File: config.mk
export PLATFORM = sky130hd
export DESIGN_NAME = meter_lcd_frame_decoder_flat
export DESIGN_NICKNAME = d
export VERILOG_FILES = /design/src/rtl/mlfd_pkg.sv /design/src/rtl/mlfd_if.sv /design/src/rtl/mlfd_capture.sv /design/src/rtl/mlfd_decode.sv /design/src/rtl/meter_lcd_frame_decoder.sv /design/src/flat_wrapper.sv
export SDC_FILE = /design/constraint.sdc
export NUM_CORES = 1
export LEC_CHECK = 0
export BUFFER_PORTS_ARGS = -buffer_cell sky130_fd_sc_hd__buf_2
export CORE_MARGIN = 2
export CORE_UTILIZATION = 65
export CTS_CLUSTER_DIAMETER = 40
export DETAILED_ROUTE_END_ITERATION = 6
export PLACE_DENSITY = 0.95
export SLEW_MARGIN = 20
export SYNTH_ARGS = -nofsm -noshare
export SYNTH_HDL_FRONTEND = slang
export SYNTH_SLANG_ARGS = --single-unit
File: constraint.sdc
create_clock -name clk_i -period 9.1 [get_ports clk_i]
set_input_delay 0.455 -clock clk_i [delete_from_list [all_inputs] [get_ports clk_i]]
set_output_delay 0.455 -clock clk_i [all_outputs]
set_load 0.01 [all_outputs]
File: src/rtl/mlfd_pkg.sv
// Shared types, constants and the segment decode table for the meter LCD frame decoder.
`default_nettype none

package mlfd_pkg;

  localparam int unsigned FrameLen  = 8;   // bytes stored before the checksum byte
  localparam int unsigned NumDigits = 4;

  localparam logic [3:0] CountFull = 4'(FrameLen);
  localparam logic [3:0] CountMax  = 4'd15;
  localparam logic [4:0] SymBlank   = 5'd22;
  localparam logic [4:0] SymUnknown = 5'd31;
  localparam logic [7:0] ContMode   = 8'd20;
  localparam logic [7:0] CsumBias   = 8'd57;
  localparam logic [7:0] SegMask    = 8'hF7;  // drop the decimal-point segment
  localparam logic [19:0] DigitsBlank = {NumDigits{SymBlank}};

  // Input stage plus frame capture state, as seen by the decode stage
  typedef struct packed {
    logic            valid;
    logic            last;
    logic [7:0]      data;
    logic [3:0]      count;
    logic [7:0]      sum;
    logic [7:0][7:0] bytes;
  } frame_t;

  typedef struct packed {
    logic [7:0]  mode_code;
    logic [7:0]  unit_flags;
    logic [7:0]  range_flags;
    logic [7:0]  status_flags;
    logic [19:0] digit_codes;
    logic [2:0]  point_position;
    logic        max_flag;
    logic        checksum_ok;
    logic        continuity;
    logic        kind_changed;
    logic        length_ok;
    logic        digit_error;
  } result_t;

  // Seven-segment pattern to symbol code; unknown patterns give SymUnknown
  function automatic logic [4:0] seg_symbol(input logic [7:0] pat);
    logic [4:0] sym;
    case (pat & SegMask)
      8'd215:  sym = 5'd0;
      8'd80:   sym = 5'd1;
      8'd181:  sym = 5'd2;
      8'd241:  sym = 5'd3;
      8'd114:  sym = 5'd4;
      8'd227:  sym = 5'd5;
      8'd231:  sym = 5'd6;
      8'd81:   sym = 5'd7;
      8'd247:  sym = 5'd8;
      8'd243:  sym = 5'd9;
      8'd39:   sym = 5'd10;
      8'd55:   sym = 5'd11;
      8'd167:  sym = 5'd12;
      8'd135:  sym = 5'd13;
      8'd134:  sym = 5'd14;
      8'd118:  sym = 5'd15;
      8'd6:    sym = 5'd16;
      8'd102:  sym = 5'd17;
      8'd36:   sym = 5'd18;
      8'd166:  sym = 5'd19;
      8'd100:  sym = 5'd20;
      8'd32:   sym = 5'd21;
      8'd0:    sym = SymBlank;
      default: sym = SymUnknown;
    endcase
    return sym;
  endfunction

endpackage

`default_nettype wire

File: src/rtl/mlfd_if.sv
// Valid/ready channel interfaces for the byte input and the decoded frame output.
`default_nettype none

interface mlfd_in_if;
  logic       valid;
  logic       ready;
  logic [7:0] data_byte;
  logic       last_byte;

  modport source (output valid, output data_byte, output last_byte, input ready);
  modport sink   (input valid, input data_byte, input last_byte, output ready);
endinterface

interface mlfd_out_if;
  logic        valid;
  logic        ready;
  logic [7:0]  mode_code;
  logic [7:0]  unit_flags;
  logic [7:0]  range_flags;
  logic [7:0]  status_flags;
  logic [19:0] digit_codes;
  logic [2:0]  point_position;
  logic        max_flag;
  logic        checksum_ok;
  logic        continuity;
  logic        kind_changed;
  logic        length_ok;
  logic        digit_error;

  modport source (
    output valid, output mode_code, output unit_flags, output range_flags,
    output status_flags, output digit_codes, output point_position, output max_flag,
    output checksum_ok, output continuity, output kind_changed, output length_ok,
    output digit_error, input ready
  );
  modport sink (
    input valid, input mode_code, input unit_flags, input range_flags,
    input status_flags, input digit_codes, input point_position, input max_flag,
    input checksum_ok, input continuity, input kind_changed, input length_ok,
    input digit_error, output ready
  );
endinterface

`default_nettype wire

File: src/rtl/mlfd_capture.sv
// Input word register, byte counter, running sum and frame byte storage.
`default_nettype none

module mlfd_capture
  import mlfd_pkg::*;
(
  input  wire logic  clk_i,
  input  wire logic  rst_ni,
  mlfd_in_if.sink    in_i,
  input  wire logic  advance_i,
  output frame_t     frame_o
);

  logic            valid_q, valid_d;
  logic            last_q;
  logic [7:0]      data_q;
  logic [3:0]      count_q, count_d;
  logic [7:0]      sum_q, sum_d;
  logic [7:0][7:0] bytes_q;
  logic            accept;
  logic            store;

  assign in_i.ready = !valid_q || advance_i;
  assign accept     = in_i.valid && in_i.ready;
  // bytes past the eighth are neither stored nor summed
  assign store      = advance_i && !last_q && (count_q < CountFull);

  always_comb begin
    valid_d = valid_q;
    if (accept) begin
      valid_d = 1'b1;
    end else if (advance_i) begin
      valid_d = 1'b0;
    end

    count_d = count_q;
    sum_d   = sum_q;
    if (advance_i) begin
      if (last_q) begin
        count_d = '0;
        sum_d   = '0;
      end else begin
        if (store) begin
          sum_d = sum_q + data_q;
        end
        if (count_q != CountMax) begin
          count_d = count_q + 4'd1;
        end
      end
    end
  end

  always_ff @(posedge clk_i or negedge rst_ni) begin
    if (!rst_ni) begin
      valid_q <= 1'b0;
      count_q <= '0;
      sum_q   <= '0;
    end else begin
      valid_q <= valid_d;
      count_q <= count_d;
      sum_q   <= sum_d;
    end
  end

  always_ff @(posedge clk_i) begin
    if (accept) begin
      data_q <= in_i.data_byte;
      last_q <= in_i.last_byte;
    end
    if (store) begin
      bytes_q[count_q[2:0]] <= data_q;
    end
  end

  assign frame_o.valid = valid_q;
  assign frame_o.last  = last_q;
  assign frame_o.data  = data_q;
  assign frame_o.count = count_q;
  assign frame_o.sum   = sum_q;
  assign frame_o.bytes = bytes_q;

endmodule

`default_nettype wire

File: src/rtl/mlfd_decode.sv
// Frame decode on the final word, history state and the result register.
`default_nettype none

module mlfd_decode
  import mlfd_pkg::*;
(
  input  wire logic  clk_i,
  input  wire logic  rst_ni,
  input  frame_t     frame_i,
  output logic       advance_o,
  mlfd_out_if.source out_o
);

  logic        out_valid_q, out_valid_d;
  result_t     res_q, res_d;
  logic [7:0]  mode_q;
  logic [19:0] digits_q;
  logic [8:0]  kind_q;
  logic [8:0]  kind;
  logic        out_free;
  logic        finish;
  logic        len_ok;
  logic [19:0] digs;
  logic [7:0]  mode_new;

  assign out_free  = !out_valid_q || out_o.ready;
  // a non-final word never produces a result, so it never waits on the output
  assign advance_o = frame_i.valid && (!frame_i.last || out_free);
  assign finish    = advance_o && frame_i.last;
  assign len_ok    = (frame_i.count == CountFull);

  always_comb begin
    for (int k = 0; k < NumDigits; k++) begin
      digs[5*k +: 5] = seg_symbol(frame_i.bytes[3 + k]);
    end
    mode_new = len_ok ? frame_i.bytes[0] : mode_q;

    res_d = '0;
    res_d.mode_code  = mode_new;
    res_d.digit_codes = len_ok ? digs : digits_q;
    res_d.length_ok  = len_ok;
    res_d.continuity = (mode_new == ContMode);
    if (len_ok) begin
      res_d.unit_flags     = frame_i.bytes[1];
      res_d.range_flags    = frame_i.bytes[2];
      res_d.status_flags   = frame_i.bytes[7];
      res_d.point_position = 3'(frame_i.bytes[3][3])
                           + {1'b0, frame_i.bytes[4][3], 1'b0}
                           + (frame_i.bytes[5][3] ? 3'd3 : 3'd0);
      res_d.max_flag       = frame_i.bytes[6][3];
      res_d.checksum_ok    = (frame_i.data == frame_i.sum + CsumBias);
      res_d.digit_error    = (digs[4:0] == SymUnknown) || (digs[9:5] == SymUnknown)
                           || (digs[14:10] == SymUnknown) || (digs[19:15] == SymUnknown);
    end

    kind = {res_d.unit_flags[1], res_d.unit_flags[6], res_d.unit_flags[7],
            res_d.range_flags[2], res_d.status_flags[2], res_d.status_flags[6],
            res_d.unit_flags[3], res_d.range_flags[5], res_d.unit_flags[2]};
    res_d.kind_changed = (kind != kind_q);

    out_valid_d = out_valid_q;
    if (finish) begin
      out_valid_d = 1'b1;
    end else if (out_o.ready) begin
      out_valid_d = 1'b0;
    end
  end

  always_ff @(posedge clk_i or negedge rst_ni) begin
    if (!rst_ni) begin
      out_valid_q <= 1'b0;
      mode_q      <= '0;
      digits_q    <= DigitsBlank;
      kind_q      <= '0;
    end else begin
      out_valid_q <= out_valid_d;
      if (finish) begin
        mode_q   <= mode_new;
        digits_q <= res_d.digit_codes;
        kind_q   <= kind;
      end
    end
  end

  always_ff @(posedge clk_i) begin
    if (finish) begin
      res_q <= res_d;
    end
  end

  assign out_o.valid          = out_valid_q;
  assign out_o.mode_code      = res_q.mode_code;
  assign out_o.unit_flags     = res_q.unit_flags;
  assign out_o.range_flags    = res_q.range_flags;
  assign out_o.status_flags   = res_q.status_flags;
  assign out_o.digit_codes    = res_q.digit_codes;
  assign out_o.point_position = res_q.point_position;
  assign out_o.max_flag       = res_q.max_flag;
  assign out_o.checksum_ok    = res_q.checksum_ok;
  assign out_o.continuity     = res_q.continuity;
  assign out_o.kind_changed   = res_q.kind_changed;
  assign out_o.length_ok      = res_q.length_ok;
  assign out_o.digit_error    = res_q.digit_error;

endmodule

`default_nettype wire

File: src/rtl/meter_lcd_frame_decoder.sv
// Meter LCD frame decoder: top level joining byte capture and frame decode.
//
// Usage: bytes of a meter frame arrive on in_i (valid/ready), one word per
// cycle, with last_byte set on the final (checksum) byte. A frame is eight
// data bytes plus the checksum byte. Each word whose last_byte is set gives
// one decoded result word on res_o (valid/ready); other words give none.
// The input register holds each word; the final word of a frame is decoded
// combinationally from it and written into the result register once that
// register is free, and res_o shows the result from the result register.
// Throughput: one word per cycle, sustained, while res_o is taken on time.
// The result register frees the input side: non-final words keep flowing
// while a result waits; a final word waits in the input register only when
// the result register is still full and res_o.ready is low, and in_i.ready
// then drops.
// Reset (rst_ni low, asynchronous) empties both registers, clears the byte
// count and sum, the kept mode and kind bits, and sets the kept digits to
// blank symbols.
`default_nettype none

module meter_lcd_frame_decoder
  import mlfd_pkg::*;
(
  input  wire logic  clk_i,
  input  wire logic  rst_ni,
  mlfd_in_if.sink    in_i,
  mlfd_out_if.source res_o
);

  frame_t frame;
  logic   advance;

  mlfd_capture u_capture (
    .clk_i     (clk_i),
    .rst_ni    (rst_ni),
    .in_i      (in_i),
    .advance_i (advance),
    .frame_o   (frame)
  );

  mlfd_decode u_decode (
    .clk_i     (clk_i),
    .rst_ni    (rst_ni),
    .frame_i   (frame),
    .advance_o (advance),
    .out_o     (res_o)
  );

  a_finish_gives_result: assert property (@(posedge clk_i) disable iff (!rst_ni)
    advance && frame.last |=> res_o.valid)
    else $error("final word consumed without a result");

  a_finish_clears_count: assert property (@(posedge clk_i) disable iff (!rst_ni)
    advance && frame.last |=> frame.count == '0 && frame.sum == '0)
    else $error("byte count or sum not cleared after final word");

  a_bad_length_zero: assert property (@(posedge clk_i) disable iff (!rst_ni)
    res_o.valid && !res_o.length_ok |-> res_o.unit_flags == '0 &&
      res_o.point_position == '0 && !res_o.digit_error && !res_o.checksum_ok)
    else $error("flags not zero on wrong frame length");

  a_cont_matches_mode: assert property (@(posedge clk_i) disable iff (!rst_ni)
    res_o.valid |-> res_o.continuity == (res_o.mode_code == ContMode))
    else $error("continuity disagrees with mode");

endmodule

`default_nettype wire

File: src/flat_wrapper.sv
// flat-port wrapper written by rule: the top's interface ports become plain ports
module meter_lcd_frame_decoder_flat import mlfd_pkg::*;
  (clk_i, rst_ni, in_i_valid, in_i_data_byte, in_i_last_byte, in_i_ready, res_o_valid, res_o_mode_code, res_o_unit_flags, res_o_range_flags, res_o_status_flags, res_o_digit_codes, res_o_point_position, res_o_max_flag, res_o_checksum_ok, res_o_continuity, res_o_kind_changed, res_o_length_ok, res_o_digit_error, res_o_ready);
  mlfd_in_if in_i_i ();
  mlfd_out_if res_o_i ();
  input  wire logic clk_i;
  input  wire logic rst_ni;
  input wire logic [$bits(in_i_i.valid)-1:0] in_i_valid;
  input wire logic [$bits(in_i_i.data_byte)-1:0] in_i_data_byte;
  input wire logic [$bits(in_i_i.last_byte)-1:0] in_i_last_byte;
  output wire logic [$bits(in_i_i.ready)-1:0] in_i_ready;
  output wire logic [$bits(res_o_i.valid)-1:0] res_o_valid;
  output wire logic [$bits(res_o_i.mode_code)-1:0] res_o_mode_code;
  output wire logic [$bits(res_o_i.unit_flags)-1:0] res_o_unit_flags;
  output wire logic [$bits(res_o_i.range_flags)-1:0] res_o_range_flags;
  output wire logic [$bits(res_o_i.status_flags)-1:0] res_o_status_flags;
  output wire logic [$bits(res_o_i.digit_codes)-1:0] res_o_digit_codes;
  output wire logic [$bits(res_o_i.point_position)-1:0] res_o_point_position;
  output wire logic [$bits(res_o_i.max_flag)-1:0] res_o_max_flag;
  output wire logic [$bits(res_o_i.checksum_ok)-1:0] res_o_checksum_ok;
  output wire logic [$bits(res_o_i.continuity)-1:0] res_o_continuity;
  output wire logic [$bits(res_o_i.kind_changed)-1:0] res_o_kind_changed;
  output wire logic [$bits(res_o_i.length_ok)-1:0] res_o_length_ok;
  output wire logic [$bits(res_o_i.digit_error)-1:0] res_o_digit_error;
  input wire logic [$bits(res_o_i.ready)-1:0] res_o_ready;
  assign in_i_i.valid = in_i_valid;
  assign in_i_i.data_byte = in_i_data_byte;
  assign in_i_i.last_byte = in_i_last_byte;
  assign in_i_ready = in_i_i.ready;
  assign res_o_valid = res_o_i.valid;
  assign res_o_mode_code = res_o_i.mode_code;
  assign res_o_unit_flags = res_o_i.unit_flags;
  assign res_o_range_flags = res_o_i.range_flags;
  assign res_o_status_flags = res_o_i.status_flags;
  assign res_o_digit_codes = res_o_i.digit_codes;
  assign res_o_point_position = res_o_i.point_position;
  assign res_o_max_flag = res_o_i.max_flag;
  assign res_o_checksum_ok = res_o_i.checksum_ok;
  assign res_o_continuity = res_o_i.continuity;
  assign res_o_kind_changed = res_o_i.kind_changed;
  assign res_o_length_ok = res_o_i.length_ok;
  assign res_o_digit_error = res_o_i.digit_error;
  assign res_o_i.ready = res_o_ready;
  meter_lcd_frame_decoder u_core (.clk_i(clk_i), .rst_ni(rst_ni), .in_i(in_i_i), .res_o(res_o_i));
endmodule
==> results of run 1 <==
==> worst min-delay path by stage <==
stage                                    to  cells after the start                    startpoint
2_1_floorplan   u_core.u_capture.count_q[0]                      0                        rst_ni
3_3_place_gp   u_core.u_decode.digits_q[12]                      2  u_core.u_decode.digits_q[12]
3_5_place_dp   u_core.u_decode.digits_q[17]                      2  u_core.u_decode.digits_q[17]
4_1_cts           u_core.u_capture.sum_q[1]                      2                        rst_ni
5_1_grt          u_core.u_capture.data_q[0]                      1             in_i_data_byte[0]
6_report          u_core.u_capture.sum_q[1]                      2                        rst_ni
==> synth_stat cells, types with 5 or more instances <==
library cell / n / area, µm²
sky130_fd_sc_hd__and3b_1: 5 / 43.8
sky130_fd_sc_hd__nor2b_1: 18 / 113
sky130_fd_sc_hd__dfrtp_1: 39 / 976
sky130_fd_sc_hd__nor4_1: 16 / 100
sky130_fd_sc_hd__nand4b_1: 6 / 52.6
sky130_fd_sc_hd__clkbuf_1: 44 / 165
sky130_fd_sc_hd__o21ai_1: 12 / 60.1
sky130_fd_sc_hd__edfxtp_1: 134 / 4020
sky130_fd_sc_hd__nor3_1: 18 / 90.1
sky130_fd_sc_hd__ha_1: 11 / 138
sky130_fd_sc_hd__nor3b_1: 5 / 37.5
sky130_fd_sc_hd__nor2_1: 63 / 236
sky130_fd_sc_hd__nand2b_1: 19 / 119
sky130_fd_sc_hd__xnor2_1: 16 / 140
sky130_fd_sc_hd__nand3b_1: 6 / 45.0
sky130_fd_sc_hd__mux2_2: 7 / 78.8
sky130_fd_sc_hd__o2111ai_1: 7 / 61.3
sky130_fd_sc_hd__and2_1: 28 / 175
sky130_fd_sc_hd__o31ai_1: 5 / 37.5
sky130_fd_sc_hd__nand2_1: 87 / 327
sky130_fd_sc_hd__nand4_1: 13 / 81.3
sky130_fd_sc_hd__dfstp_2: 12 / 315
sky130_fd_sc_hd__and3_1: 5 / 31.3
sky130_fd_sc_hd__o21ai_0: 44 / 220
sky130_fd_sc_hd__inv_1: 27 / 101
sky130_fd_sc_hd__mux2i_1: 9 / 90.1
sky130_fd_sc_hd__a21oi_1: 40 / 200
sky130_fd_sc_hd__nor4b_1: 7 / 61.3
sky130_fd_sc_hd__nand3_1: 29 / 145
sky130_fd_sc_hd__a31oi_1: 5 / 31.3
sky130_fd_sc_hd__xor2_1: 16 / 140
sky130_fd_sc_hd__or3_1: 7 / 43.8
sky130_fd_sc_hd__buf_2: 5 / 25.0
==> state kept, by name (all words and copies together) (netlist names) <==
name / count
u_core.u_capture.last_q: 1
u_core.u_decode.out_o.continuity: 1
u_core.u_decode.out_o.length_ok: 1
u_core.u_decode.out_o.valid: 1
u_core.u_decode.out_o.digit_codes: 20
u_core.u_decode.out_o.max_flag: 1
u_core.u_decode.out_o.digit_error: 1
u_core.u_capture.valid_q: 1
u_core.u_decode.out_o.checksum_ok: 1
u_core.u_capture.frame_o: 64
u_core.u_decode.out_o.mode_code: 8
u_core.u_decode.out_o.status_flags: 8
u_core.u_decode.mode_q: 8
u_core.u_capture.sum_q: 8
u_core.u_decode.out_o.kind_changed: 1
u_core.u_decode.out_o.unit_flags: 8
u_core.u_decode.out_o.point_position: 3
u_core.u_decode.digits_q: 20
u_core.u_capture.count_q: 4
u_core.u_decode.kind_q: 9
u_core.u_capture.data_q: 8
u_core.u_decode.out_o.range_flags: 8
==> kinds of logic (layout without fill, tap and decap cells) <==
logic type               after synthesis  after routing  share of synthesized area
buffers and inverters                 88            143                     0.0405
flip-flops                           185            185                      0.568
XOR/XNOR                              32             32                     0.0300
adder cells (fa/ha/maj)               13             13                     0.0190
AND/OR/NAND/NOR                      360            360                      0.209
AO/OA/AOI/OAI                        164            164                      0.115
multiplexers                          16             16                     0.0181
==> per-layer routing <==
metal | GRT usage | vias up | wire, µm
met5 | 0 | - | 0
met4 | 0.154 | 0 | 884
met3 | 0.0682 | 91 | 1860
met2 | 0.476 | 421 | 10700
met1 | 0.386 | 3439 | 8350
li1 | - | 3231 | -
==> final cells by class <==
class / instances / area share
multi-input cells: 585 / 0.356
well taps: 180 / 0.0218
repair buffers: 82 / 0.0414
clock buffers: 18 / 0.0425
clock inverters: 14 / 0.0133
inverters: 29 / 0.0105
flip-flops and latches: 185 / 0.515
==> power by group <==
part / internal [mW] / switching, mW / leakage [nW]
clock network: 0.392 / 0.336 / 0.283
registers: 1.00 / 0.0724 / 1.87
logic: 0.118 / 0.168 / 1.73
==> flow_summary.ini, run 1 <==
[logic_synthesis]
dominantRegCellSynth = sky130_fd_sc_hd__edfxtp_1
post_synth_inst_count = 858
net_count_after_synthesis = 884
ys_ff_latch = 185
ys_async_sr_fraction = 0.276
synth.avg_cell_area_um2 = 10.9
yosysWarningCount = 0
mappedNetlistArea_um2 = 9350
synth.lib_cells_used.distinct = 79
synth-edff-count = 134
synth_sequential_area_ratio = 0.568

[placement]
finalWeightedCongestion = 0.936
i_o_buffers = 75
preCtsSetupSlack_ps = 6100
dp_hpwl_um = 13900
place_area_um2 = 9730
dp_cells = 1061

[drt]
first_pass_detailed_route_iteration_total = 5
detailroute.via_count = 7182
drt-initial-drc-count = 1100
drt_drc_violations_left = 0
routed_wirelength_um = 21800
drt-wirelength-per-cell_um = 20.0
drt.antenna.violating_nets = 0
detail_route.vias_per_cell = 6.57

[worst_setup_path]
ff2ff_path_depth = 6
cp_data_arrival_time_ps = 3390
cpLargestDelayFamily = buffers and inverters
crit_end = u_core.u_decode.kind_q[3]
worst-endpoint-required_ps = 9430
rrSetupSlack_ps = 6050
crit_start = u_core.u_capture.last_q
worstPathMaxFanout = 56
timing.critical_path.to_type = flip-flop
cp.depth = 6
crit_path_cell_trace = nand3b_1 -> and2_1 -> nand2_1 -> inv_2 -> buf_4 -> mux2_2
cp_slowest_cell = sky130_fd_sc_hd__buf_4
worstSetupPathType = flip-flop to flip-flop
cp_num_buf_inv = 2
rr_endpoint = u_core.u_decode.kind_q[3]
slowest_delay_ps = 650
regToRegStartpoint = u_core.u_capture.last_q
cp_startpoint_kind = flip-flop

[timing]
finalCriticalPeriod_ps = 3050
grt_setup_unrepaired = no
timing_max_transition_violations_final = 0
final.setup.worst_slack_ps = 6050
finalHoldViolations = 0
max_clock_freq_ghz = 0.327
tightestPinTransition_ps = 987
timing.setup.tns_ps = 0
setup-violations-final = 0
timing.slew.headroom = 0.337
fin_worst_hold_slack_ps = 139
finalClockSkew_ps = 10.2
final_min_period_over_clock_period = 0.336

[cts]
cts-resized-gates = 0
ctsLongestPathBuffers = 2
postCtsSetupBuffers = 0
cts_tree = yes
cts_inserted_buffers = 17
htree_levels = 4
clock_latency_ps = 450
cts_sinks = 185
clkTransAtPathRegs_ps = 70
ctsHoldBuffers = 0
clk_root_buffer_cell = sky130_fd_sc_hd__clkbuf_16

[power]
post-layout-total-power_mw = 2.09
power_density_nw_per_um2 = 202
vdd_ir_drop_max_mv = 0.146
leakage_nw = 3.88

[worst_hold_path]
worst_hold_path_type = primary input to async pin

[global_route]
antenna_found_initial = 0
grt_overflow_total = 0
grt_max_degree = 57
grt_pass1_wl_um = 34400
track_usage = 0.298
vias_in_the_first_global_route = 6851

[floorplanning]
initial_utilization = 0.668
boundaryPins = 76
fp.coreArea_um2 = 14000
die_h_um = 124
design.die.area_um2 = 15400
die_w_um = 124
floorplan_row_count = 43

[final_layout]
mostFrequentLayoutCell = sky130_fd_sc_hd__edfxtp_1
areaGrowthSynthToFinish_pct = 10.4
ff_latch_area_um2 = 5320
fillCellCount = 905
drive_gt1_frac = 0.170
most_used_cells_in_the_layout_excluding_fill_and_tap_cells = sky130_fd_sc_hd__edfxtp_1 (134), sky130_fd_sc_hd__nand2_1 (87), sky130_fd_sc_hd__buf_2 (75)
antenna_cells = 0
final_core_utilization = 0.738
final_area_um2 = 10300
design.final.nets = 926
final_cells = 1093
multiInputGateArea_um2 = 3670

[run]
cap_viol_max_count = 0

[outcome]
status = finished, final reports clean
Note: power is estimated with default switching activity, not from simulation.
==> run 2, diff against run 1 <==
--- a/config.mk
+++ b/config.mk
@@ -7,10 +7,10 @@
 export LEC_CHECK = 0
 export BUFFER_PORTS_ARGS = -buffer_cell sky130_fd_sc_hd__buf_2
 export CORE_MARGIN = 2
-export CORE_UTILIZATION = 65
+export CORE_UTILIZATION = 54
 export CTS_CLUSTER_DIAMETER = 40
 export DETAILED_ROUTE_END_ITERATION = 6
-export PLACE_DENSITY = 0.95
+export PLACE_DENSITY = 0.87
 export SLEW_MARGIN = 20
 export SYNTH_ARGS = -nofsm -noshare
 export SYNTH_HDL_FRONTEND = slang
==> constraint.sdc (replaced) <==
create_clock -name clk_i -period 2.5 [get_ports clk_i]
set_input_delay 0.125 -clock clk_i [delete_from_list [all_inputs] [get_ports clk_i]]
set_output_delay 0.125 -clock clk_i [all_outputs]
set_load 0.01 [all_outputs]
==> run 2 against run 1 <==
Net effect: register-to-register slack lost 6000 ps; wire length grew 2.6%; clock-buffer cell count shrank 1; final cell count grew 14%.
==> flow_summary.ini, run 2 (synthesis results as in run 1) <==
[floorplanning]
fp.coreArea_um2 = 17100
initial_utilization = 0.546
die_w_um = 136
die_h_um = 136
floorplan_row_count = 48
design.die.area_um2 = 18400
boundaryPins = 76

[power]
power_density_nw_per_um2 = 688
post-layout-total-power_mw = 7.82
leakage_nw = 4.44
vdd_ir_drop_max_mv = 0.471

[timing]
finalClockSkew_ps = 11.5
max_clock_freq_ghz = 0.410
grt_setup_unrepaired = yes
final.setup.worst_slack_ps = 63.2
timing_max_transition_violations_final = 0
finalHoldViolations = 0
final_min_period_over_clock_period = 0.975
setup-violations-final = 0
timing.slew.headroom = 0.598
tightestPinTransition_ps = 603
finalCriticalPeriod_ps = 2440

[final_layout]
drive_gt1_frac = 0.252
largest_reg_flops = 64
antenna_cells = 0
mostFrequentLayoutCell = sky130_fd_sc_hd__edfxtp_1
design.final.nets = 1032
final_core_utilization = 0.664
most_used_cells_in_the_layout_excluding_fill_and_tap_cells = sky130_fd_sc_hd__edfxtp_1 (134), sky130_fd_sc_hd__buf_4 (97), sky130_fd_sc_hd__nand2_1 (87)
areaGrowthSynthToFinish_pct = 21.5
fillCellCount = 1235
final_area_um2 = 11400

[worst_hold_path]
worst_hold_path_type = primary input to async pin

[global_route]
grt_max_degree = 41
antenna_found_initial = 0
grt_pass1_wl_um = 35900
vias_in_the_first_global_route = 7203
grt_overflow_total = 0
track_usage = 0.250

[cts]
clkTransAtPathRegs_ps = 70
ctsLongestPathBuffers = 2
cts_sinks = 185
clk_root_buffer_cell = sky130_fd_sc_hd__clkbuf_16
clock_latency_ps = 430
cts_inserted_buffers = 17
htree_levels = 4
cts_tree = yes

[placement]
preCtsSetupSlack_ps = -8.34
place_area_um2 = 10500
finalWeightedCongestion = 0.933
i_o_buffers = 75
dp_hpwl_um = 15000

[worst_setup_path]
crit_start = u_core.u_capture.frame_o[36]
timing.critical_path.to_type = flip-flop
worstPathMaxFanout = 8
regToRegStartpoint = u_core.u_capture.frame_o[36]
ff2ff_path_depth = 7
cp_startpoint_kind = flip-flop
cp_data_arrival_time_ps = 2620
rrSetupSlack_ps = 60
worst-endpoint-required_ps = 2680
rr_endpoint = u_core.u_decode.out_o.digit_codes[6]
worstSetupPathType = flip-flop to flip-flop

[outcome]
status = finished, final reports clean

[drt]
drt_drc_violations_left = 0
first_pass_detailed_route_iteration_total = 5
drt.antenna.violating_nets = 0
drt-initial-drc-count = 785
detail_route.vias_per_cell = 5.93
drt-wirelength-per-cell_um = 18.0
routed_wirelength_um = 22400
detailroute.via_count = 7374

[run]
cap_viol_max_count = 0
-- run 2: cell count changes in the layout (fill, tap and decap cells not counted), moves of 2 or more --
cell                            change
sky130_fd_sc_hd__buf_12             +3
sky130_fd_sc_hd__nor4b_1            -4
sky130_fd_sc_hd__buf_4             +90
sky130_fd_sc_hd__inv_2              -2
sky130_fd_sc_hd__nor4b_2            +4
sky130_fd_sc_hd__nor4_2             +2
sky130_fd_sc_hd__mux2i_2            +2
sky130_fd_sc_hd__nor4_1             -2
sky130_fd_sc_hd__dlygate4sd3_1     +12
sky130_fd_sc_hd__clkinv_4           +3
sky130_fd_sc_hd__mux2i_1            -2
sky130_fd_sc_hd__bufinv_16          +2
-- run 2: repair_timing --
item,4_1_cts,5_1_grt
endpoints found under the setup margin,1,13
hold endpoints to repair,24,0
setup buffers,2,3
pin swaps,3,0
resized for setup,2,13
hold buffers,12,0
-- run 2: area by class of cell --
| cell class | count | area (µm²) | area share |
|---|---|---|---|
| clock buffer | 17 | 425 | 0.0375 |
| clock inverter | 15 | 190 | 0.0167 |
| inverter | 29 | 113 | 0.00991 |
| multi-input combinational | 585 | 3740 | 0.329 |
| sequential | 185 | 5320 | 0.468 |
| tap | 225 | 282 | 0.0248 |
| timing repair buffer | 188 | 1290 | 0.114 |
-- run 2: worst max-delay path by stage --
stage                     cells past startpoint                                     to  slack (ps)
after global placement                        6  u_core.u_decode.out_o.digit_codes[11]           1
after CTS                                     9       u_core.u_decode.out_o.continuity          20
after global routing                          9     u_core.u_decode.out_o.kind_changed         -50
final                                         7   u_core.u_decode.out_o.digit_codes[6]          60
after floorplan                               6  u_core.u_decode.out_o.digit_codes[11]          50
after detailed placement                      7  u_core.u_decode.out_o.digit_codes[11]          -8
-- run 2: worst max-delay path, stage by stage, from the launching register on --
cell,delay [ps]
sky130_fd_sc_hd__edfxtp_1,480
sky130_fd_sc_hd__or4b_1,480
sky130_fd_sc_hd__a211o_1,330
sky130_fd_sc_hd__o211ai_1,150
sky130_fd_sc_hd__nor4_2,140
sky130_fd_sc_hd__a2111oi_1,370
sky130_fd_sc_hd__buf_4,180
sky130_fd_sc_hd__o21ai_1,50
-- run 2: where the power goes --
part	total [mW]	leakage (nW)	switching (mW)	internal, mW
clock	2.79	0.300	1.20	1.60
combinational	1.18	2.27	0.672	0.508
sequential	3.84	1.87	0.207	3.64
total	7.82	4.44	2.08	5.74
-- run 2: per-layer routing --
layer / GRT usage / routed length, µm / vias to the layer above
met5: 0 / 0 / -
met4: 0.0990 / 625 / 0
li1: - / - / 3444
met1: 0.322 / 9430 / 3598
met3: 0.0438 / 1110 / 61
met2: 0.422 / 11200 / 271
-- run 2: metrics by stage --
stage               hold WS, ps  setup TNS, ps  std cells
floorplan                  -171              0        858
global placement            123              0       1195
detailed placement          127          -8.34       1195
CTS                         211              0       1241
global route                253          -49.5       1244
finish                      197              0       1244
